--- config.mk ---
export PLATFORM = sky130hd
export DESIGN_NAME = bppr_ctrl
export DESIGN_NICKNAME = d
export VERILOG_FILES = /design/src/hw/rtl/bppr_pkg.sv /design/src/hw/rtl/bppr_ctrl.sv
export VERILOG_INCLUDE_DIRS = /design/src /design/src/hw/rtl
export SDC_FILE = /design/constraint.sdc
export NUM_CORES = 1
export LEC_CHECK = 0
export BUFFER_PORTS_ARGS = -buffer_cell sky130_fd_sc_hd__buf_2
export CORE_AREA = 5 5 42 44
export DETAILED_ROUTE_END_ITERATION = 10
export DIE_AREA = 0 0 47 49
export GPL_TIMING_DRIVEN = 0
export PLACE_DENSITY = 0.38
export SYNTH_ARGS = -nofsm -noshare
export SYNTH_HDL_FRONTEND = slang
export SYNTH_SLANG_ARGS = --single-unit
--- constraint.sdc ---
create_clock -name clk -period 2.1 [get_ports clk]
set_input_delay 0 -clock clk [delete_from_list [all_inputs] [get_ports clk]]
set_output_delay 0 -clock clk [all_outputs]
set_load 0.05 [all_outputs]
--- src/hw/rtl/assert_macros.svh ---
// Assertion macros used by bppr_ctrl
`ifndef ASSERT_MACROS_SVH
`define ASSERT_MACROS_SVH
`ifndef SYNTH
`define ASSERT_IMPL(label, clk, rst, prop) \
  label: assert property (@(posedge clk) disable iff (rst) prop) \
    else $error("assertion failed");
`define ASSERT_NORST(label, clk, prop) \
  label: assert property (@(posedge clk) prop) else $error("assertion failed");
`else
`define ASSERT_IMPL(label, clk, rst, prop)
`define ASSERT_NORST(label, clk, prop)
`endif
`endif

--- src/hw/rtl/bppr_pkg.sv ---
`default_nettype none
package bppr_pkg;
  localparam logic [2:0] OP_PIN     = 3'd0;
  localparam logic [2:0] OP_UNPIN   = 3'd1;
  localparam logic [2:0] OP_DIRTY   = 3'd2;
  localparam logic [2:0] OP_FORCE   = 3'd3;
  localparam logic [2:0] OP_FLUSH   = 3'd4;
  localparam logic [2:0] OP_INSPECT = 3'd5;

  localparam logic [2:0] MODE_FIFO  = 3'd0;
  localparam logic [2:0] MODE_LRU   = 3'd1;
  localparam logic [2:0] MODE_LFU   = 3'd2;
  localparam logic [2:0] MODE_LRU2  = 3'd3;
  localparam logic [2:0] MODE_CLOCK = 3'd4;

  localparam logic [1:0] ST_OK     = 2'd0;
  localparam logic [1:0] ST_BAD    = 2'd1;
  localparam logic [1:0] ST_NOVICT = 2'd2;

  localparam int REG_MODE   = 0;
  localparam int REG_FRAMES = 1;

  // controller to datapath
  typedef struct packed {
    logic start;   // load op, clear scan state
    logic scan;    // visit one frame
    logic commit;  // apply the op after the scan
    logic emit;    // load result register
    logic last;
  } cmd_t;

  // datapath to controller
  typedef struct packed {
    logic scan_done;
    logic flush_hit;   // current frame is valid and dirty
    logic flush_more;  // a dirty frame lies past the current one
    logic is_flush;
  } stat_t;
endpackage
`default_nettype wire

--- src/hw/rtl/bppr_ctrl.sv ---
`default_nettype none
`include "assert_macros.svh"
module bppr_ctrl (
  input  wire logic            clk,
  input  wire logic            rst,
  input  wire logic            in_fire,
  input  wire logic            out_busy,
  input  wire bppr_pkg::stat_t stat,
  output bppr_pkg::cmd_t       cmd,
  output logic                 idle
);
  localparam logic [1:0] S_IDLE = 2'd0;
  localparam logic [1:0] S_SCAN = 2'd1;
  localparam logic [1:0] S_DONE = 2'd2;

  logic [1:0] state, state_next;

  // sequencer: frame a cycle; flush emits as it goes or stalls
  always_comb begin
    state_next = state;
    cmd = '0;
    unique case (state)
      S_IDLE: begin
        if (in_fire) begin
          cmd.start = 1'b1;
          state_next = S_SCAN;
        end
      end
      S_SCAN: begin
        if (!(stat.is_flush && stat.flush_hit && out_busy)) begin
          cmd.scan = 1'b1;
          if (stat.is_flush && stat.flush_hit) begin
            // the final dirty frame closes the flush
            cmd.emit = 1'b1;
            cmd.last = !stat.flush_more;
            if (!stat.flush_more) state_next = S_IDLE;
            else if (stat.scan_done) state_next = S_DONE;
          end else if (stat.scan_done) begin
            state_next = S_DONE;
          end
        end
      end
      S_DONE: begin
        if (!out_busy) begin
          cmd.commit = 1'b1;
          cmd.emit = 1'b1;
          cmd.last = 1'b1;
          state_next = S_IDLE;
        end
      end
      default: state_next = S_IDLE;
    endcase
  end

  always_ff @(posedge clk) begin
    if (rst) begin
      state <= S_IDLE;
    end else begin
      state <= state_next;
    end
  end

  assign idle = (state == S_IDLE);

  `ASSERT_IMPL(a_start_idle, clk, rst, cmd.start |-> state == S_IDLE)
  `ASSERT_IMPL(a_no_emit_busy, clk, rst, cmd.emit |-> !out_busy)
  `ASSERT_IMPL(a_commit_ret, clk, rst, cmd.commit |=> state == S_IDLE)
endmodule
`default_nettype wire

After elaboration in Yosys (flattened, before gate mapping)

Index checks and enable logic that the tools add are counted.

Register bits after elaboration: 2
Input bits: 8
Output and inout port bits: 6
Logic and storage cells: 27

Equal/unequal tests: 5
Multiplexer cells: 16
Reductions and logical operators: 5

Operator list:

| operator                                       | count |
|---|---|
| 2-to-1 mux 2 bit                               | 8 |
| != test 2 bit (second input constant)          | 3 |
| one-hot mux 2 bit (3 select lines)             | 1 |
| 2-to-1 mux 1 bit                               | 5 |
| one-hot mux 2 bit (2 select lines)             | 1 |
| 2-to-1 mux 3 bit                               | 1 |
| AND reduction 3 bit                            | 1 |
| == test 2 x 1 -> 1 bit (second input constant) | 1 |
| == test 2 bit (second input constant)          | 1 |
| logical AND 1 bit                              | 2 |
| zero test 2 bit                                | 1 |
| zero test 1 bit                                | 1 |

Longest topological paths before layout

Gate-level depths: netlist of run 1.

Depth after elaboration: 5
Mapped depth: 5
Mapped depth without buffers: 5

Least setup slack after synthesis of run 1

Ideal clock, no wire load.

Kind: reg-to-reg
From: register state[0]
To: register state[1]
Library setup time: 132 ps
Arrival: 1,378 ps
Data required time: 1,968 ps
Slack: 590 ps
Stages on the path, launching flop included: 6
Buffers on the path: 0
Period minus slack after synthesis: 1,510 ps
Cell sequence: dfxtp_1 inv_1 ha_1 nand2b_1 a41oi_1 a311oi_2

Longest elaborated chain between the ends: 3
Elaborated cells between the ends (all ways): 8
Classes of those cells: 5 x eq/ne; 1 x mux; 2 x reduce/logical

Ends and longest elaborated chain:

| element                              | RTL line        | text |
|---|---|---|
| start: declaration                   | bppr_ctrl.sv:16 | `logic [1:0] state, state_next;` |
| start signal: assignment             | bppr_ctrl.sv:59 | `state <= state_next;` |
| zero test 2 bit *                    | n/a             |  |
| net idle                             | bppr_ctrl.sv:10 | `output logic idle` |
| != test 2 bit (no source line)       | n/a             |  |
| AND reduction 3 bit (no source line) | n/a             |  |

Mark *: on every way through the listed nets, which the timed path passes. The rest lies on a longest branch.
A chain may end at the register's enable or synchronous reset.

==> results.sh, run 1 <==
export IMPL_grt_pass1_wl_mm=1.04
export IMPL_final_area_sq_um=350
export IMPL_cts_clk_slew_worst_paths_ps=30
export IMPL_htreeDepth=1
export IMPL_fmax_ghz=0.664
export IMPL_ys_warn_count=0
export IMPL_yosys_area_top_type="dfxtp_1"
export IMPL_period_needed_ps=1510
export IMPL_place_hpwl_um=517
export IMPL_cp_cell_sequence="inv_1, ha_1, a31o_2, nor2b_1, buf_2"
export IMPL_ant_nets=0
export IMPL_ys_ff_latch=2
export IMPL_n_antenna_cell=0
export IMPL_clk_latency_ps=220
export IMPL_cts_buffers_inserted=3
export IMPL_p_leak_nw=0.161
export IMPL_vdd_drop_max_mv=0.218
export IMPL_root_buffer="clkbuf_4"
export IMPL_synth_top_area_share_pct=17.2
export IMPL_cp_required_ps=2100
export IMPL_reg_largest_list="state (2)"
export IMPL_ios=14
export IMPL_drv_slew=0
export IMPL_clock_sinks=2
export IMPL_synthCells=28
export IMPL_totalNegativeSetupSlack_ps=0
export IMPL_die_h_um=49
export IMPL_start_kind="flop"
export IMPL_routed_wirelength_um=604
export IMPL_rsz0062_at_grt="false"
export IMPL_tritoncts="built"
export IMPL_holdBufCountCts=1
export IMPL_top_register="state"
export IMPL_syn_area_sq_um=233
export IMPL_hold_violations=0
export IMPL_synth_distinct_cells=18
export IMPL_initial_core_util_pct=16.6
export IMPL_min_path_type="in -> reg"
export IMPL_layout_drive_gt1_share_pct=46.7
export IMPL_routedWlPerCell_um=9.90
export IMPL_post_route_period_util_pct=71.8
export IMPL_first_global_vias=269
export IMPL_antenna_found_initial=0
export IMPL_grt_start_max_net_pins=7
export IMPL_cp_arrival_ps=1510
export IMPL_dpl_instance_area_sq_um=318
export IMPL_critPathCaptureType="output pin"
export IMPL_maxCapViolCount=0
export IMPL_overflow=0
export IMPL_cpLargestDelayFamily="flip-flops"
export IMPL_layout_cells_non_filler=61
export IMPL_cts_repair_resized=0
export IMPL_grt_util_all_layers_pct=5.83
export IMPL_timing_slew_headroom_pct=83.3
export IMPL_gp_congestion=0.653
export IMPL_status="finished clean"
export IMPL_syn_mean_instance_area_sq_um=8.31
export IMPL_cts_setup_buffers=0
export IMPL_finClkSkew_ps=0.446
export IMPL_nets=58
export IMPL_dr_pass1_iters=2
export IMPL_syn_nets=39
export IMPL_port_buffers=13
export IMPL_clock_path_buffers=2
export IMPL_cp_max_fo=5
export IMPL_critPathKind="reg -> out"
export IMPL_cpMaxStageDelayCell="dfxtp_1"
export IMPL_largest_reg_flops=2
export IMPL_yosys_top_cells_area="dfxtp_1, ha_1, a41oi_1"
export IMPL_drc=0
export IMPL_setup_viol=0
export IMPL_die_area_sq_um=2300
export IMPL_die_x_um=47
export IMPL_area_delta_synth_final_pct=50.5
export IMPL_core_rowCount=14
export IMPL_core_area_sq_um=1400
export IMPL_via_count=257
export IMPL_num_fill_cells=174
export IMPL_tightest_slew_ps=252
export IMPL_slowest_delay_ps=360
export IMPL_vias_per_cell=4.21
export IMPL_drt_iter0_drc=6
export IMPL_p_per_area_nw_per_um2=901
export IMPL_worst_path_buf_inv=2
export IMPL_ys_seq_area_share_pct=17.2
export IMPL_dp_cells=57
## synthesized netlist by cell type
cell type  instances
a221oi_2           1
a311oi_2           1
a31o_2             1
a31oi_1            1
a41oi_1            2
and2_1             1
dfxtp_1            2
ha_1               3
inv_1              4
nand2_1            2
nand2_2            1
nand2b_1           2
nand3_1            1
nand3b_1           1
nand4_1            1
nor2_1             1
nor2b_1            2
o21ba_2            1
## final timing paths
check / from / to / slack (ps) / cells after the start
min: out_busy / state[0] / 110 / 3
min reg2reg: state[0] / state[0] / 560 / 2
max: state[1] / cmd[1] / 590 / 5
max reg2reg: state[0] / state[1] / 800 / 5
## per-layer routing
metal | up-vias | part of all wire, % | GRT usage [%]
met4 | 0 | 0 | 2.76
met3 | 0 | 1.8 | 1.11
met5 | - | 0 | 0
met1 | 117 | 45 | 7.64
li1 | 137 | - | -
met2 | 3 | 53 | 8.82
## placed cells by master (no fill, tap or decap), drive strengths merged
cell,n
o21ba,1
clkbuf,3
nor2,1
and2,1
dfxtp,2
a31o,1
nand2b,2
a311oi,1
a41oi,2
ha,3
nand2,3
dlygate4sd3,1
buf,13
nand4,1
inv,4
nand3b,1
a31oi,1
nand3,1
nor2b,2
a221oi,1
## cells by family (layout without fill, tap and decap cells)
group,count (synthesis),after routing,synth area share (%)
buffers and inverters,4,21,6.45
adders and majority gates,3,3,16.1
AOI/OAI and AO/OA,7,7,31.2
DFF,2,2,17.2
and+or+nand+nor,12,12,29.0
## metrics by stage
step	power [W]	utilization, %	hold WS, ps	setup slack, ps
after floorplan	0.000194	-	66.2	590
after global placement	0.000236	22.7	205	799
after detailed placement	0.000234	22.7	204	784
after CTS	0.000323	25.0	105	580
after global routing	0.000339	25.0	127	525
final	0.000316	25.0	108	593
## worst register-to-register path: stages, from the launching register on
cell	delay, ps
dfxtp_1	350
inv_1	100
ha_1	240
nand2b_1	140
a41oi_1	140
a311oi_2	250
## where the power goes
part           switching, W  internal (W)  leakage [nW]  total (W)
Clock             0.0000203     0.0000629        0.0138  0.0000832
Combinational      0.000122     0.0000585         0.131   0.000180
Sequential       0.00000666     0.0000459        0.0165  0.0000526
Total              0.000148      0.000167         0.161   0.000316
## cell type report
class | instances | area (sq um) | share of cell area [%]
multi-input cells | 22 | 178 | 50.7
repair buffers | 14 | 75.1 | 21.4
flip-flops and latches | 2 | 40.0 | 11.4
clock buffers | 3 | 22.5 | 6.43
well taps | 16 | 20.0 | 5.71
inverters | 4 | 15.0 | 4.29
(Power assumes the default switching activity.)
==> run 2: changes to the inputs <==
Settings changed: PLACE_DENSITY 0.38 to 0.39.
Clock period 2.1 ns to 1.2 ns, I/O delays scaled along.
==> results.sh, run 2 (synthesis results as in run 1) <==
export IMPL_gp_congestion=0.697
export IMPL_vias_per_cell=4.33
export IMPL_core_rowCount=14
export IMPL_setup_viol=4
export IMPL_area_delta_synth_final_pct=119
export IMPL_hold_depth=3
export IMPL_cts_buffers_inserted=3
export IMPL_timing_rr_end="state[0]"
export IMPL_reg_largest_list="state (2)"
export IMPL_clk_latency_ps=220
export IMPL_period_needed_ps=1290
export IMPL_final_area_sq_um=510
export IMPL_ios=14
export IMPL_finalWorstSetupSlack_ps=-92.9
export IMPL_regToRegSetupSlack_ps=-80
export IMPL_hold_violations=0
export IMPL_layout_drive_gt1_share_pct=83.3
export IMPL_status="finished, violations left"
export IMPL_htreeDepth=1
export IMPL_top_register="state"
export IMPL_drv_slew=0
export IMPL_vdd_drop_max_mv=0.447
export IMPL_place_hpwl_um=551
export IMPL_fmax_ghz=0.773
export IMPL_n_antenna_cell=0
export IMPL_clockPowerShare_pct=19.6
export IMPL_overflow=0
export IMPL_tritoncts="built"
export IMPL_clock_path_buffers=2
export IMPL_grt_pass1_wl_mm=1.13
export IMPL_routedWlPerCell_um=11.6
export IMPL_ant_nets=0
export IMPL_cp_arrival_ps=1290
export IMPL_first_global_vias=300
export IMPL_via_count=277
export IMPL_die_h_um=49
export IMPL_p_sw_share_pct=44.8
export IMPL_grt_util_all_layers_pct=7.37
export IMPL_initial_core_util_pct=16.6
export IMPL_die_area_sq_um=2300
export IMPL_p_int_w=0.000415
export IMPL_p_per_area_nw_per_um2=1470
export IMPL_root_buffer="clkbuf_4"
export IMPL_min_path_type="in -> reg"
export IMPL_die_x_um=47
export IMPL_num_fill_cells=161
export IMPL_antenna_found_initial=0
export IMPL_reg2reg_from="state[1]"
export IMPL_violations="setup timing"
export IMPL_post_route_period_util_pct=108
export IMPL_tightest_slew_ps=249
export IMPL_dr_pass1_iters=2
export IMPL_seq_power_share_pct=14.8
export IMPL_p_switching_w=0.000337
export IMPL_largest_reg_flops=2
export IMPL_hold_ws_ps=120
export IMPL_grt_start_max_net_pins=7
export IMPL_p_leak_nw=0.205
export IMPL_maxCapViolCount=0
export IMPL_layout_commonest_cell="buf_2"
export IMPL_cp_max_fo=3
export IMPL_start_kind="flop"
export IMPL_timing_slew_headroom_pct=83.5
export IMPL_rsz0062_at_grt="true"
export IMPL_routed_wirelength_um=742
export IMPL_whs_endpoint="state[0]"
export IMPL_critPathCaptureType="output pin"
export IMPL_drt_iter0_drc=4
export IMPL_core_area_sq_um=1400
export IMPL_critPathKind="reg -> out"
export IMPL_layout_common_cells="buf_2, buf_4, buf_6, ha_4, clkbuf_4"
export IMPL_reg2regPathDepth=6
export IMPL_clock_sinks=2
export IMPL_cts_clk_slew_worst_paths_ps=30
export IMPL_cp_required_ps=1200
export IMPL_pwr_share_comb_pct=65.6
export IMPL_finClkSkew_ps=1.13
export IMPL_port_buffers=13
export IMPL_nets=61
export IMPL_drc=0
export IMPL_min_from="out_busy"
export IMPL_dpl_instance_area_sq_um=345
==> run 2: cell count changes in the layout (fill, tap and decap cells not counted), moves of 2 or more <==
cell	change
ha_4	+3
dfxtp_1	-2
buf_4	+4
buf_6	+4
dfxtp_4	+2
nor2b_1	-2
inv_4	+2
ha_1	-3
buf_2	-5
inv_1	-3
==> run 2: critical path, stage by stage, from the launching register on <==
cell,delay [ps]
dfxtp_4,370
inv_4,50
ha_4,170
a31o_4,210
nor2b_4,120
buf_6,140
==> run 2: power by group through the flow <==
stage	clock network (W)	registers (W)	logic [W]
floorplan	0	0.0000888	0.000279
global placement	0	0.0000928	0.000347
detailed placement	0	0.0000925	0.000345
CTS	0.000156	0.000109	0.000466
global route	0.000158	0.000114	0.000521
finish	0.000147	0.000111	0.000493
==> run 2: how the worst max path moves through the flow <==
stage | end | slack [ps] | startpoint | cells past startpoint
4_1_cts | cmd[0] | -100 | state[1] | 6
6_report | cmd[1] | -90 | state[1] | 5
5_1_grt | cmd[0] | -140 | state[1] | 6
3_5_place_dp | cmd[0] | -80 | state[1] | 6
2_1_floorplan | state[1] | -130 | state[0] | 5
3_3_place_gp | cmd[0] | -90 | state[1] | 6
==> run 2: cell type report <==
| class | count | area, sq um | share of cell area [%] |
|---|---|---|---|
| multi-input combinational | 22 | 275 | 53.9 |
| timing repair buffer | 17 | 125 | 24.5 |
| sequential | 2 | 47.5 | 9.31 |
| clock buffer | 3 | 22.5 | 4.41 |
| inverter | 4 | 20.0 | 3.92 |
| tap | 16 | 20.0 | 3.92 |
==> run 2: per-stage QoR <==
step / power [W] / utilization [%] / TNS, ps / setup WS [ps] / std cells
4_1_cts: 0.000731 / 34.8 / -322 / -103 / 64
2_1_floorplan: 0.000367 / - / -194 / -127 / 28
3_3_place_gp: 0.000439 / 24.6 / -317 / -91.8 / 57
6_report: 0.000751 / 36.4 / -301 / -92.9 / 64
3_5_place_dp: 0.000438 / 24.6 / -299 / -81.2 / 57
5_1_grt: 0.000793 / 36.4 / -488 / -139 / 64
==> run 2: layer usage <==
layer | GRT usage [%] | vias up | wire, um
met1 | 5.88 | 133 | 251
met4 | 8.76 | 0 | 0
met3 | 2.21 | 0 | 5
li1 | - | 143 | -
met2 | 12.0 | 1 | 485
met5 | 0 | - | 0
==> run 2: what timing repair did <==
item	CTS	global route
gates resized for setup	23	6
pin swaps	5	5
endpoints found under the hold margin	2	0
endpoints found under the setup margin	7	6
buffers inserted	3	0
hold buffers	1	0
